File: src/rtl/crsf_pkg.sv
// shared constants, scanner state type and crc helper for the crsf frame receiver
// no dependencies
package crsf_pkg;

    localparam int BUFFER_BYTES_DEF  = 64;
    localparam int CHANNEL_COUNT_DEF = 16;
    localparam int CHANNEL_BITS      = 11;
    localparam int QUEUE_DEPTH       = 4;

    localparam logic [7:0] CRC_POLY     = 8'hD5;
    localparam logic [7:0] CHANNELS_LEN = 8'd24;

    localparam int CFG_INDEX_W = 2;
    localparam int CFG_DATA_W  = 8;

    typedef enum logic [1:0] {
        REG_RECEIVER_ADDRESS = 2'd0,
        REG_CHANNELS_TYPE    = 2'd1,
        REG_MAX_PAYLOAD      = 2'd2
    } cfg_reg_t;

    typedef enum logic [2:0] {
        S_IDLE,
        S_CHECK,
        S_LEN,
        S_RD,
        S_ACC,
        S_PRD,
        S_PACC
    } scan_state_t;

    typedef struct packed {
        logic full;
        logic empty;
    } queue_status_t;

    // crc-8, msb first, no reflection
    function automatic logic [7:0] crc8_update(input logic [7:0] crc, input logic [7:0] data);
        logic [7:0] c;
        c = crc ^ data;
        for (int i = 0; i < 8; i++)
        begin
            c = c[7] ? ((c << 1) ^ CRC_POLY) : (c << 1);
        end
        return c;
    endfunction

endpackage

File: src/rtl/crsf_queue.sv
// small byte queue between the frame scanner and the channel unpacker
// depends on crsf_pkg
module crsf_queue (
    input  logic                   clk,
    input  logic                   rst_n,
    input  logic                   push,
    input  logic [7:0]             push_data,
    input  logic                   pop,
    output logic [7:0]             pop_data,
    output crsf_pkg::queue_status_t status
);
    import crsf_pkg::*;

    localparam int PW = $clog2(QUEUE_DEPTH);
    localparam int CW = $clog2(QUEUE_DEPTH + 1);

    logic [7:0]    store_reg [QUEUE_DEPTH];
    logic [PW-1:0] wptr_reg, wptr_next;
    logic [PW-1:0] rptr_reg, rptr_next;
    logic [CW-1:0] count_reg, count_next;

    assign status.full  = (count_reg == CW'(QUEUE_DEPTH));
    assign status.empty = (count_reg == '0);
    assign pop_data     = store_reg[rptr_reg];

    always_comb
    begin
        wptr_next  = wptr_reg;
        rptr_next  = rptr_reg;
        count_next = count_reg;
        if (push)
        begin
            wptr_next = (wptr_reg == PW'(QUEUE_DEPTH - 1)) ? '0 : wptr_reg + 1'b1;
        end
        if (pop)
        begin
            rptr_next = (rptr_reg == PW'(QUEUE_DEPTH - 1)) ? '0 : rptr_reg + 1'b1;
        end
        if (push && !pop)
        begin
            count_next = count_reg + 1'b1;
        end
        else if (pop && !push)
        begin
            count_next = count_reg - 1'b1;
        end
    end

    always_ff @(posedge clk or negedge rst_n)
    begin
        if (!rst_n)
        begin
            wptr_reg  <= '0;
            rptr_reg  <= '0;
            count_reg <= '0;
        end
        else
        begin
            wptr_reg  <= wptr_next;
            rptr_reg  <= rptr_next;
            count_reg <= count_next;
        end
    end

    always_ff @(posedge clk)
    begin
        if (push)
        begin
            store_reg[wptr_reg] <= push_data;
        end
    end

endmodule

File: src/rtl/crsf_scanner.sv
// front end: byte buffer, length check, crc check and payload forwarding
// depends on crsf_pkg
module crsf_scanner #(
    parameter int BUFFER_BYTES  = crsf_pkg::BUFFER_BYTES_DEF,
    parameter int CHANNEL_COUNT = crsf_pkg::CHANNEL_COUNT_DEF
) (
    input  logic                    clk,
    input  logic                    rst_n,
    input  logic                    in_valid,
    output logic                    in_ready,
    input  logic [7:0]              in_byte,
    input  logic [7:0]              receiver_address,
    input  logic [7:0]              channels_frame_type,
    input  logic [5:0]              max_payload_length,
    output logic                    q_push,
    output logic [7:0]              q_data,
    input  crsf_pkg::queue_status_t q_status
);
    import crsf_pkg::*;

    localparam int PW = $clog2(BUFFER_BYTES);
    localparam int FW = $clog2(BUFFER_BYTES + 1);
    localparam int SW = PW + 9;
    localparam int PAYLOAD_BYTES = (CHANNEL_COUNT * CHANNEL_BITS + 7) / 8;
    localparam logic [7:0] PAYLOAD_LAST = 8'(3 + PAYLOAD_BYTES - 1);

    logic [7:0] mem [BUFFER_BYTES];
    logic [7:0] rdata_reg;

    scan_state_t   state_reg, state_next;
    logic [PW-1:0] head_reg, head_next;
    logic [FW-1:0] fill_reg, fill_next;
    logic [7:0]    ofs_reg, ofs_next;
    logic [7:0]    len_reg, len_next;
    logic [7:0]    crc_reg, crc_next;
    logic [7:0]    addr_reg, addr_next;
    logic [7:0]    type_reg, type_next;

    logic [PW-1:0] rd_addr, wr_addr;
    logic [7:0]    rd_ofs;
    logic          wr_en;
    logic          len_bad, len_short, frame_hit;
    logic [8:0]    frame_bytes;

    // position in the circular buffer, offset from the head
    function automatic logic [PW-1:0] wrap(input logic [PW-1:0] base, input logic [8:0] ofs);
        logic [SW-1:0] sum;
        sum = SW'(base) + SW'(ofs);
        if (sum >= SW'(BUFFER_BYTES))
        begin
            sum = sum - SW'(BUFFER_BYTES);
        end
        return sum[PW-1:0];
    endfunction

    assign in_ready    = (state_reg == S_IDLE);
    assign wr_en       = in_valid && in_ready;
    assign wr_addr     = (fill_reg == FW'(BUFFER_BYTES)) ? head_reg
                                                         : wrap(head_reg, 9'(fill_reg));
    assign rd_ofs      = (state_reg == S_CHECK) ? 8'd1 : ofs_reg;
    assign rd_addr     = wrap(head_reg, {1'b0, rd_ofs});
    assign frame_bytes = {1'b0, rdata_reg} + 9'd2;
    assign len_bad     = (rdata_reg < 8'd3) ||
                         ({1'b0, rdata_reg} > ({3'b0, max_payload_length} + 9'd2));
    assign len_short   = (SW'(fill_reg) < SW'(frame_bytes));
    assign frame_hit   = (addr_reg == receiver_address) &&
                         (type_reg == channels_frame_type) && (len_reg == CHANNELS_LEN);
    assign q_data      = rdata_reg;

    always_comb
    begin
        state_next = state_reg;
        case (state_reg)
            S_IDLE:
            begin
                if (in_valid)
                begin
                    state_next = S_CHECK;
                end
            end
            S_CHECK:
            begin
                state_next = (fill_reg < FW'(2)) ? S_IDLE : S_LEN;
            end
            S_LEN:
            begin
                if (len_bad)
                begin
                    state_next = S_CHECK;
                end
                else if (len_short)
                begin
                    state_next = S_IDLE;
                end
                else
                begin
                    state_next = S_RD;
                end
            end
            S_RD:
            begin
                state_next = S_ACC;
            end
            S_ACC:
            begin
                if (ofs_reg == len_reg + 8'd1)
                begin
                    if (crc_reg != rdata_reg || !frame_hit)
                    begin
                        state_next = S_CHECK;
                    end
                    else
                    begin
                        state_next = S_PRD;
                    end
                end
                else
                begin
                    state_next = S_RD;
                end
            end
            S_PRD:
            begin
                if (!q_status.full)
                begin
                    state_next = S_PACC;
                end
            end
            S_PACC:
            begin
                state_next = (ofs_reg == PAYLOAD_LAST) ? S_CHECK : S_PRD;
            end
            default:
            begin
                state_next = S_IDLE;
            end
        endcase
    end

    always_comb
    begin
        head_next = head_reg;
        fill_next = fill_reg;
        ofs_next  = ofs_reg;
        len_next  = len_reg;
        crc_next  = crc_reg;
        addr_next = addr_reg;
        type_next = type_reg;
        q_push    = 1'b0;
        case (state_reg)
            S_IDLE:
            begin
                if (in_valid)
                begin
                    if (fill_reg == FW'(BUFFER_BYTES))
                    begin
                        head_next = wrap(head_reg, 9'd1);
                    end
                    else
                    begin
                        fill_next = fill_reg + 1'b1;
                    end
                end
            end
            S_LEN:
            begin
                len_next = rdata_reg;
                ofs_next = '0;
                crc_next = '0;
                if (len_bad)
                begin
                    head_next = wrap(head_reg, 9'd1);
                    fill_next = fill_reg - 1'b1;
                end
            end
            S_ACC:
            begin
                ofs_next = ofs_reg + 8'd1;
                if (ofs_reg == 8'd0)
                begin
                    addr_next = rdata_reg;
                end
                if (ofs_reg == 8'd2)
                begin
                    type_next = rdata_reg;
                end
                if (ofs_reg >= 8'd2 && ofs_reg <= len_reg)
                begin
                    crc_next = crc8_update(crc_reg, rdata_reg);
                end
                if (ofs_reg == len_reg + 8'd1)
                begin
                    ofs_next = 8'd3;
                    if (crc_reg != rdata_reg)
                    begin
                        head_next = wrap(head_reg, 9'd1);
                        fill_next = fill_reg - 1'b1;
                    end
                    else if (!frame_hit)
                    begin
                        // good frame that is not a channel frame for this receiver, consume it whole
                        head_next = wrap(head_reg, {1'b0, len_reg} + 9'd2);
                        fill_next = fill_reg - FW'({1'b0, len_reg} + 9'd2);
                    end
                end
            end
            S_PACC:
            begin
                q_push   = 1'b1;
                ofs_next = ofs_reg + 8'd1;
                if (ofs_reg == PAYLOAD_LAST)
                begin
                    head_next = wrap(head_reg, {1'b0, len_reg} + 9'd2);
                    fill_next = fill_reg - FW'({1'b0, len_reg} + 9'd2);
                end
            end
            default:
            begin
            end
        endcase
    end

    always_ff @(posedge clk or negedge rst_n)
    begin
        if (!rst_n)
        begin
            state_reg <= S_IDLE;
            head_reg  <= '0;
            fill_reg  <= '0;
        end
        else
        begin
            state_reg <= state_next;
            head_reg  <= head_next;
            fill_reg  <= fill_next;
        end
    end

    always_ff @(posedge clk)
    begin
        ofs_reg  <= ofs_next;
        len_reg  <= len_next;
        crc_reg  <= crc_next;
        addr_reg <= addr_next;
        type_reg <= type_next;
    end

    always_ff @(posedge clk)
    begin
        if (wr_en)
        begin
            mem[wr_addr] <= in_byte;
        end
        rdata_reg <= mem[rd_addr];
    end

endmodule

File: src/rtl/crsf_unpacker.sv
// back end: gathers payload bytes into 11-bit channel values with an output register
// depends on crsf_pkg
module crsf_unpacker #(
    parameter int CHANNEL_COUNT = crsf_pkg::CHANNEL_COUNT_DEF
) (
    input  logic                    clk,
    input  logic                    rst_n,
    input  crsf_pkg::queue_status_t q_status,
    input  logic [7:0]              q_data,
    output logic                    q_pop,
    output logic                    out_valid,
    input  logic                    out_ready,
    output logic [3:0]              out_index,
    output logic [10:0]             out_value,
    output logic                    out_last
);
    import crsf_pkg::*;

    logic [18:0] acc_reg, acc_next;
    logic [4:0]  nb_reg, nb_next;
    logic [3:0]  idx_reg, idx_next;
    logic        valid_reg, valid_next;
    logic [3:0]  oidx_reg, oidx_next;
    logic [10:0] oval_reg, oval_next;
    logic        olast_reg, olast_next;
    logic        emit, slot_free, final_ch;

    assign slot_free = !valid_reg || out_ready;
    assign emit      = (nb_reg >= 5'd11) && slot_free;
    assign q_pop     = (nb_reg < 5'd11) && !q_status.empty;
    assign final_ch  = (idx_reg == 4'(CHANNEL_COUNT - 1));

    always_comb
    begin
        acc_next   = acc_reg;
        nb_next    = nb_reg;
        idx_next   = idx_reg;
        valid_next = valid_reg && !out_ready;
        oidx_next  = oidx_reg;
        oval_next  = oval_reg;
        olast_next = olast_reg;
        if (emit)
        begin
            valid_next = 1'b1;
            oidx_next  = idx_reg;
            oval_next  = acc_reg[10:0];
            olast_next = final_ch;
            acc_next   = acc_reg >> 11;
            nb_next    = nb_reg - 5'd11;
            idx_next   = idx_reg + 4'd1;
            if (final_ch)
            begin
                // drop any pad bits left after the last channel
                nb_next  = '0;
                acc_next = '0;
                idx_next = '0;
            end
        end
        else if (q_pop)
        begin
            acc_next = acc_reg | (19'(q_data) << nb_reg);
            nb_next  = nb_reg + 5'd8;
        end
    end

    always_ff @(posedge clk or negedge rst_n)
    begin
        if (!rst_n)
        begin
            acc_reg   <= '0;
            nb_reg    <= '0;
            idx_reg   <= '0;
            valid_reg <= 1'b0;
        end
        else
        begin
            acc_reg   <= acc_next;
            nb_reg    <= nb_next;
            idx_reg   <= idx_next;
            valid_reg <= valid_next;
        end
    end

    always_ff @(posedge clk)
    begin
        oidx_reg  <= oidx_next;
        oval_reg  <= oval_next;
        olast_reg <= olast_next;
    end

    assign out_valid = valid_reg;
    assign out_index = oidx_reg;
    assign out_value = oval_reg;
    assign out_last  = olast_reg;

    a_nb_range: assert property (@(posedge clk) disable iff (!rst_n) nb_reg <= 5'd18)
        else $error("bit count overflow");
    a_last_clears: assert property (@(posedge clk) disable iff (!rst_n)
        (emit && final_ch) |=> (nb_reg == 5'd0 && idx_reg == 4'd0))
        else $error("state not cleared after last channel");
    a_no_pop_on_emit: assert property (@(posedge clk) disable iff (!rst_n)
        !(emit && q_pop))
        else $error("pop and emit together");

endmodule

File: src/rtl/crsf_stream_frame_receiver.sv
// crsf frame receiver top level: configuration registers, scanner, queue and unpacker
// depends on crsf_pkg, crsf_scanner, crsf_queue, crsf_unpacker
//
// Takes one received byte per request on the s_ side, buffers it, and rescans the buffer
// for crsf frames (length check, crc-8 poly 0xD5). A good rc channels frame addressed to
// this receiver yields sixteen 11-bit channel requests on the m_ side. Bytes are taken one
// at a time: s_tready stays low while the rescan reads each length byte and checks each
// frame crc through the single read port. A channel frame then forwards its payload bytes
// one by one, waiting while the queue is full under output backpressure. A failed crc
// drops only one byte and the walk restarts further on, so the worst case grows with the
// square of BUFFER_BYTES. Channel output runs independently behind a 4-byte queue and an
// output register.
module crsf_stream_frame_receiver #(
    parameter int BUFFER_BYTES  = crsf_pkg::BUFFER_BYTES_DEF,
    parameter int CHANNEL_COUNT = crsf_pkg::CHANNEL_COUNT_DEF
) (
    input  logic                               clk,
    input  logic                               rst_n,
    input  logic                               s_tvalid,
    output logic                               s_tready,
    input  logic [7:0]                         s_tdata,   // rx_byte
    output logic                               m_tvalid,
    input  logic                               m_tready,
    output logic [15:0]                        m_tdata,   // pad, channel_value, channel_index
    output logic                               m_tlast,
    input  logic                               cfg_wr_en,
    input  logic [crsf_pkg::CFG_INDEX_W-1:0]   cfg_index,
    input  logic [crsf_pkg::CFG_DATA_W-1:0]    cfg_wdata
);
    import crsf_pkg::*;

    logic [7:0]    rx_addr_reg;
    logic [7:0]    ch_type_reg;
    logic [5:0]    max_pl_reg;
    logic          q_push, q_pop;
    logic [7:0]    q_wdata, q_rdata;
    queue_status_t q_status;
    logic [3:0]    ch_index;
    logic [10:0]   ch_value;

    always_ff @(posedge clk or negedge rst_n)
    begin
        if (!rst_n)
        begin
            rx_addr_reg <= 8'd200;
            ch_type_reg <= 8'd22;
            max_pl_reg  <= 6'd60;
        end
        else if (cfg_wr_en)
        begin
            case (cfg_index)
                REG_RECEIVER_ADDRESS: rx_addr_reg <= cfg_wdata;
                REG_CHANNELS_TYPE:    ch_type_reg <= cfg_wdata;
                REG_MAX_PAYLOAD:      max_pl_reg  <= cfg_wdata[5:0];
                default:
                begin
                end
            endcase
        end
    end

    crsf_scanner #(
        .BUFFER_BYTES  (BUFFER_BYTES),
        .CHANNEL_COUNT (CHANNEL_COUNT)
    ) u_scanner (
        .clk                 (clk),
        .rst_n               (rst_n),
        .in_valid            (s_tvalid),
        .in_ready            (s_tready),
        .in_byte             (s_tdata),
        .receiver_address    (rx_addr_reg),
        .channels_frame_type (ch_type_reg),
        .max_payload_length  (max_pl_reg),
        .q_push              (q_push),
        .q_data              (q_wdata),
        .q_status            (q_status)
    );

    crsf_queue u_queue (
        .clk       (clk),
        .rst_n     (rst_n),
        .push      (q_push),
        .push_data (q_wdata),
        .pop       (q_pop),
        .pop_data  (q_rdata),
        .status    (q_status)
    );

    crsf_unpacker #(
        .CHANNEL_COUNT (CHANNEL_COUNT)
    ) u_unpacker (
        .clk       (clk),
        .rst_n     (rst_n),
        .q_status  (q_status),
        .q_data    (q_rdata),
        .q_pop     (q_pop),
        .out_valid (m_tvalid),
        .out_ready (m_tready),
        .out_index (ch_index),
        .out_value (ch_value),
        .out_last  (m_tlast)
    );

    assign m_tdata = {1'b0, ch_value, ch_index};

endmodule

File: config.mk
export PLATFORM = sky130hd
export DESIGN_NAME = crsf_stream_frame_receiver
export DESIGN_NICKNAME = d
export VERILOG_FILES = /design/src/rtl/crsf_pkg.sv /design/src/rtl/crsf_queue.sv /design/src/rtl/crsf_scanner.sv /design/src/rtl/crsf_unpacker.sv /design/src/rtl/crsf_stream_frame_receiver.sv
export SDC_FILE = /design/constraint.sdc
export NUM_CORES = 1
export LEC_CHECK = 0
export BUFFER_PORTS_ARGS = -buffer_cell sky130_fd_sc_hd__buf_4
export CAP_MARGIN = 20
export CORE_ASPECT_RATIO = 0.6
export CORE_MARGIN = 2
export CORE_UTILIZATION = 40
export DETAILED_ROUTE_END_ITERATION = 10
export PLACE_DENSITY = 0.57
export SYNTH_ARGS = -nofsm -noshare
export SYNTH_HDL_FRONTEND = slang
export SYNTH_HIERARCHICAL = 1
export SYNTH_SLANG_ARGS = --single-unit
export TNS_END_PERCENT = 1
File: constraint.sdc
create_clock -name clk -period 4.8 [get_ports clk]
set_clock_uncertainty 0.05 [all_clocks]
set_input_delay 0.96 -clock clk [delete_from_list [all_inputs] [get_ports clk]]
set_output_delay 0.96 -clock clk [all_outputs]
set_load 0.05 [all_outputs]
==> flow_metrics.py, run 1 <==
metrics = {
    "clock_network": {
        "cts_setup_buffers": 0,
        "clock_latency_ns": 0.62,
        "cts_made_buffers": 66,
        "htreeDepth": 3,
        "cts_tree": "built",
        "clk_pin_slew_ns": 0.06,
        "cts_sinks": 682,
        "cts_root_buf": "clkbuf_16",
        "clock_path_buffers": 3,
        "cts_resized": 0,
        "cts_hold_buf": 0,
    },
    "sta": {
        "maxSlewHeadroom_pct": 34.3,
        "worstMarginPinSlew_ns": 0.984,
        "max_freq_mhz": 242,
        "slew_violations": 0,
        "final.setup.worst_slack_ns": 0.671,
        "period_minus_slack_ns": 4.13,
        "report.final.hold_viol_count": 0,
        "setup_violations": 0,
        "period_share_pct": 86.0,
        "rsz0062_at_grt": "no",
        "setup_tns_ns": 0,
    },
    "route": {
        "drt_iter0_markers": 1847,
        "drt-pass1-iter-count": 7,
        "wirelength_um": 73300,
        "vias": 16352,
        "drc": 0,
        "final_antenna_net_count": 0,
        "viasPerCell": 5.67,
        "wire_per_inst_um": 25.4,
    },
    "synthesis": {
        "synth_top_area_share_pct": 60.7,
        "synth_cells": 1707,
        "synthArstFlopShare_pct": 10.9,
        "syn_area_per_cell_um2": 17.4,
        "synth_nets": 1799,
        "yosysTopAreaCell": "edfxtp_1",
        "synth_flop_cell": "edfxtp_1",
        "synth_most_common_cell": "edfxtp_1",
        "synth.distinct_cells": 82,
        "ys_top_cells_by_area": "edfxtp_1 61%, mux4_2 13%, dfrtp_1 5.4%, ha_1 2.7%, xnor2_1 1.6%",
        "ys_ff_latch": 682,
        "synth-edff-count": 600,
        "syn_area_um2": 29700,
        "yosysWarnings": 6,
        "yosysSeqAreaShare_pct": 67.5,
        "yosys-top-cells-count": "600 x edfxtp_1, 175 x mux4_2, 113 x nor2_1, 64 x dfrtp_1, 64 x ha_1",
    },
    "floorplan": {
        "core_area_um2": 73600,
        "rows": 77,
        "start_util_pct": 40.4,
        "fp.dieW_um": 356,
        "pin_count": 42,
        "die-area_um2": 76500,
        "die_h_um": 215,
    },
    "global_route": {
        "gr-total-overflow": 0,
        "grt_pass1_vias": 16152,
        "track_usage_pct": 19.5,
        "antenna_found_initial": 1,
        "grt.busiest_layer": "met1",
        "grt_first_pass_wirelength_um": 110000,
        "use_met2_pct": 25.3,
        "grtUsageMet1_pct": 32.4,
        "grt_max_degree": 65,
        "met3_usage_pct": 4.65,
    },
    "worst_setup_path": {
        "cp.arrival_ns": 4.57,
        "required_ns": 5.24,
        "start_kind": "register",
        "reg2reg_setup_slack_ns": 0.67,
        "r2r_end": "u_scanner/q_data[4]$_DFF_P_",
        "critPathKind": "register to register",
        "r2r_start": "u_scanner/state_reg[1]$_DFFE_PN0P_",
        "worstPathMaxFanout": 37,
        "end_kind": "register",
        "worst_r2r_path_depth": 10,
    },
    "final_layout": {
        "drive_above_1_share_pct": 25.6,
        "multi_input_area_um2": 9180,
        "nets": 1934,
        "fillers": 6312,
        "seq_area_um2": 20000,
        "instances_no_fill": 2884,
        "largest_reg_flops": 512,
        "area_delta_synth_final_pct": 14.2,
    },
    "placed_design": {
        "portBuffers": 40,
        "gp_congestion": 0.835,
        "dp_hpwl_um": 48700,
        "place_ws_ns": 0.725,
        "place_inst": 2761,
    },
    "power": {
        "power.total_uw": 11900,
        "leakagePower_uw": 0.0116,
        "peakVddDrop_mv": 0.208,
        "power_density_nw_per_um2": 351,
    },
    "flow_run": {
        "maxCapViolations": 0,
    },
    "worst_hold_path": {
        "hold_path.class": "input port to async pin",
    },
    "status": {
        "status": "finished clean",
    },
}
[worst max-delay path by stage]
stage / slack [ns] / to / depth (start not counted) / startpoint
after floorplan: 1.16 / u_scanner/q_data[0]$_DFF_P_ / 12 / u_scanner/state_reg[1]$_DFFE_PN0P_
after global placement: 0.73 / u_scanner/q_data[6]$_DFF_P_ / 10 / u_scanner/state_reg[1]$_DFFE_PN0P_
after detailed placement: 0.73 / u_scanner/q_data[7]$_DFF_P_ / 10 / u_scanner/ofs_reg[0]$_DFFE_PN_
after CTS: 0.71 / u_scanner/q_data[7]$_DFF_P_ / 10 / u_scanner/ofs_reg[0]$_DFFE_PN_
after global routing: 0.56 / u_scanner/q_data[6]$_DFF_P_ / 10 / u_scanner/state_reg[1]$_DFFE_PN0P_
final: 0.67 / u_scanner/q_data[4]$_DFF_P_ / 10 / u_scanner/state_reg[1]$_DFFE_PN0P_
[through the flow]
step | cell area, um^2 | hold slack (ns) | util [%]
5_1_grt | 33900 | 0.363 | 46.1
6_report | 33900 | 0.318 | 46.1
2_1_floorplan | 29700 | 0.375 | -
3_3_place_gp | 31800 | 0.385 | 43.2
3_5_place_dp | 31800 | 0.381 | 43.2
4_1_cts | 33900 | 0.338 | 46.1
[cell type report]
class | instances | share of cell area, %
inverters | 45 | 0.498
multi-input cells | 904 | 27.1
flip-flops and latches | 682 | 59.1
clock inverters | 32 | 0.929
diodes | 1 | 0.00738
clock buffers | 90 | 5.38
well taps | 987 | 3.64
repair buffers | 143 | 3.42
[layer usage]
| layer | wire length (um) | up-vias |
|---|---|---|
| met5 | 0 | - |
| met4 | 1020 | 0 |
| met3 | 5680 | 72 |
| met2 | 29500 | 577 |
| met1 | 37100 | 8643 |
| li1 | - | 7060 |
[power by group]
group	internal (uW)	switching (uW)
Combinational	73.9	127
Clock	2920	2280
Sequential	6490	28.6
Total	9480	2440
[worst max-delay path, cell delays in order (launching register included)]
cell and delay [ns]:
dfrtp_1 0.37, nand2b_1 0.24, nor2_1 0.26, nor2_1 0.12, fa_4 1.07, buf_12 0.29, buf_12 0.21, mux4_2 0.34
mux4_2 0.57, a211oi_1 0.32, a21oi_1 0.06
[cell usage in the layout (no fill, tap or decap), types with 18 or more instances in the layout]
| cell type | synthesis | routed |
|---|---|---|
| xnor2_1 | 54 | 51 |
| xor2_1 | 36 | 36 |
| mux2_2 | 34 | 34 |
| dfrtp_1 | 64 | 64 |
| buf_4 | 2 | 135 |
| clkbuf_1 | 44 | 18 |
| ha_1 | 64 | 63 |
| o21ai_0 | 38 | 38 |
| inv_1 | 43 | 43 |
| clkbuf_16 | 0 | 68 |
| edfxtp_1 | 600 | 600 |
| nor2b_1 | 22 | 22 |
| nand3_1 | 51 | 51 |
| mux4_2 | 175 | 175 |
| a21oi_1 | 52 | 52 |
| nor2_1 | 113 | 113 |
| nand2_1 | 35 | 35 |
[logic make-up (layout without fill, tap and decap cells)]
kind of cell	count (synthesis)	after routing	share of synthesized area (%)
xor gates and xnor gates	90	90	2.65
buffers and inverters	121	310	1.78
other	1	2	0.0126
adders and majority gates	69	69	3.03
and+or+nand+nor	315	315	5.38
AOI/OAI and AO/OA	207	207	4.65
DFF	682	682	67.5
muxes	222	222	15.0
No activity file was read; power rests on OpenSTA's default activity.
==> run 2: changes to the inputs <==
--- a/config.mk
+++ b/config.mk
@@ -5,6 +5,7 @@
 export SDC_FILE = /design/constraint.sdc
 export NUM_CORES = 1
 export LEC_CHECK = 0
+export ABC_AREA = 1
 export BUFFER_PORTS_ARGS = -buffer_cell sky130_fd_sc_hd__buf_4
 export CAP_MARGIN = 20
 export CORE_ASPECT_RATIO = 0.6
==> flow_metrics.py, run 2 <==
metrics = {
    "final_layout": {
        "area_delta_synth_final_pct": 11.1,
        "mostFrequentLayoutCells": "600 x edfxtp_1, 532 x nor2_1, 517 x nand2_1, 338 x o21ai_0, 147 x nand3_1",
        "drive_above_1_share_pct": 8.81,
        "largest_reg_flops": 512,
        "fillers": 7216,
        "layout_commonest_cell": "edfxtp_1",
        "diodes": 0,
        "nets": 3059,
    },
    "clock_network": {
        "clk_pin_slew_ns": 0.07,
        "cts_made_buffers": 67,
        "cts_hold_buf": 0,
        "cts_setup_buffers": 0,
        "cts_root_buf": "clkbuf_16",
        "cts_tree": "built",
        "cts_sinks": 682,
        "clock_latency_ns": 0.62,
        "clock_path_buffers": 3,
        "htreeDepth": 3,
        "cts_resized": 0,
    },
    "worst_setup_path": {
        "cp.arrival_ns": 4.63,
        "start_kind": "register",
        "reg2reg_setup_slack_ns": 0.69,
        "r2r_end": "u_scanner/q_data[7]$_DFF_P_",
        "end_kind": "register",
        "worst_r2r_path_depth": 15,
        "r2r_start": "u_scanner/state_reg[0]$_DFFE_PN0P_",
        "critPathKind": "register to register",
        "required_ns": 5.31,
        "worstPathMaxFanout": 67,
    },
    "status": {
        "status": "finished clean",
    },
    "placed_design": {
        "gp_congestion": 0.916,
        "portBuffers": 40,
        "place_ws_ns": 0.875,
        "dp_hpwl_um": 53800,
    },
    "route": {
        "final_antenna_net_count": 0,
        "vias": 22200,
        "viasPerCell": 5.45,
        "drt_iter0_markers": 2633,
        "drc": 0,
        "wire_per_inst_um": 20.8,
        "wirelength_um": 84800,
        "drt-pass1-iter-count": 5,
    },
    "synthesis": {
        "synth_compound_area_share_pct": 9.40,
        "synth_most_common_cell": "edfxtp_1",
        "synth_cells": 2952,
        "synth_top_area_share_pct": 57.6,
        "synth.distinct_cells": 61,
        "ys_top_cells_by_area": "edfxtp_1 58%, nor2_1 6.4%, nand2_1 6.2%, o21ai_0 5.4%, dfrtp_1 5.1%",
        "synth_nets": 3044,
        "yosysWarnings": 6,
        "synthAdderAreaFrac_pct": 2.88,
        "yosys-top-cells-count": "600 x edfxtp_1, 532 x nor2_1, 517 x nand2_1, 338 x o21ai_0, 147 x nand3_1",
        "ys_ff_latch": 682,
        "synth_xor_xnor_area_share_pct": 2.27,
        "yosysTopAreaCell": "edfxtp_1",
        "synthSimpleGateAreaFrac_pct": 17.4,
        "synth_top_family_by_area": "simple AND/OR/NAND/NOR gates",
        "synth_flop_cell": "edfxtp_1",
        "synth-edff-count": 600,
        "syn_area_um2": 31300,
        "yosysSeqAreaShare_pct": 64.1,
        "synth_mux_area_share_pct": 0.0320,
        "syn_area_per_cell_um2": 10.6,
        "synthArstFlopShare_pct": 10.9,
    },
    "global_route": {
        "grt_first_pass_wirelength_um": 129000,
        "use_met2_pct": 28.0,
        "grt_pass1_vias": 21069,
        "grt.busiest_layer": "met1",
        "met3_usage_pct": 6.47,
        "grt_max_degree": 206,
        "grtUsageMet1_pct": 33.1,
        "gr-total-overflow": 0,
        "track_usage_pct": 21.1,
        "antenna_found_initial": 2,
    },
    "sta": {
        "final.setup.worst_slack_ns": 0.686,
        "worstMarginPinSlew_ns": 1.25,
        "slew_violations": 0,
        "setup_tns_ns": 0,
        "setup_violations": 0,
        "max_freq_mhz": 243,
        "maxSlewHeadroom_pct": 16.5,
        "period_minus_slack_ns": 4.11,
        "report.final.hold_viol_count": 0,
        "period_share_pct": 85.7,
        "rsz0062_at_grt": "no",
    },
    "floorplan": {
        "die_h_um": 221,
        "core_area_um2": 77500,
        "start_util_pct": 40.4,
        "die-area_um2": 80500,
        "rows": 79,
        "fp.dieW_um": 365,
        "pin_count": 42,
    },
    "flow_run": {
        "maxCapViolations": 0,
    },
    "worst_hold_path": {
        "hold_path.class": "input port to async pin",
    },
}
-- run 2: cell types whose count changed after synthesis, sizes merged, moves of 28 or more --
cell    previous run  this run
nand2             35       533
nor2             113       546
o21ai             52       407
mux4             175         0
inv               43       147
nand3             51       154
o211ai             2        57
buf               32        78
mux2              36         0
xnor2             54        26
-- run 2: layer usage --
metal | up-vias | part of all wire (%) | routed length (um)
li1 | 10254 | - | -
met1 | 10948 | 49 | 41300
met2 | 888 | 39 | 33300
met3 | 110 | 10 | 8850
met4 | 0 | 1.7 | 1450
met5 | - | 0 | 0
-- run 2: layout make-up --
cell class,count,area [um^2],share of cell area (%)
clock buffer,88,1820,5.23
clock inverter,32,305,0.878
inverter,150,577,1.66
multi-input combinational,1991,10100,29.0
sequential,682,20000,57.7
tap,1053,1320,3.79
timing repair buffer,75,627,1.80
-- run 2: logic make-up (layout without fill, tap and decap cells) --
logic type               count (synthesis)  in the layout
AO/OA/AOI/OAI                          547            547
other                                    1              1
XOR/XNOR                                75             75
buffers and inverters                  279            345
multiplexers                             1              1
flip-flops                             682            682
adder cells (fa/ha/maj)                 69             69
AND/OR/NAND/NOR                       1298           1298
-- run 2: worst max-delay path by stage --
stage / from / end
6_report: u_scanner/state_reg[0]$_DFFE_PN0P_ / u_scanner/q_data[7]$_DFF_P_
4_1_cts: u_scanner/state_reg[0]$_DFFE_PN0P_ / u_scanner/q_data[7]$_DFF_P_
3_5_place_dp: u_scanner/state_reg[0]$_DFFE_PN0P_ / u_scanner/q_data[7]$_DFF_P_
3_3_place_gp: u_scanner/state_reg[0]$_DFFE_PN0P_ / u_scanner/q_data[7]$_DFF_P_
2_1_floorplan: u_scanner/head_reg[0]$_DFFE_PN0P_ / u_scanner/mem[56][0]$_DFFE_PP_
5_1_grt: u_scanner/state_reg[0]$_DFFE_PN0P_ / u_scanner/q_data[1]$_DFF_P_
-- run 2: per-stage QoR --
step	instances	hold WS (ns)	area, um^2	utilization [%]
floorplan	2952	0.375	31300	-
global placement	3949	0.388	32600	42.1
detailed placement	3950	0.388	32600	42.1
CTS	4070	0.293	34700	44.8
global route	4071	0.313	34800	44.8
finish	4071	0.289	34800	44.8
-- run 2: critical path, stage by stage (launching register included) --
cell and delay, ns:
dfrtp_1 0.46, inv_2 0.13, nor2_4 0.06, nand2_4 0.11, nand2_1 0.10, ha_4 0.18, fa_4 1.10, buf_12 0.32
o21ai_0 0.13, o21ai_0 0.43, nand2_1 0.17, nand3_1 0.16, nand3_1 0.17, o21ai_1 0.15, nand2_1 0.13, nand2_1 0.08
Power of run 2 is left out: the tool's default activity adds up to more than one toggle a clock period on the data nets, which glitch-free logic cannot reach.
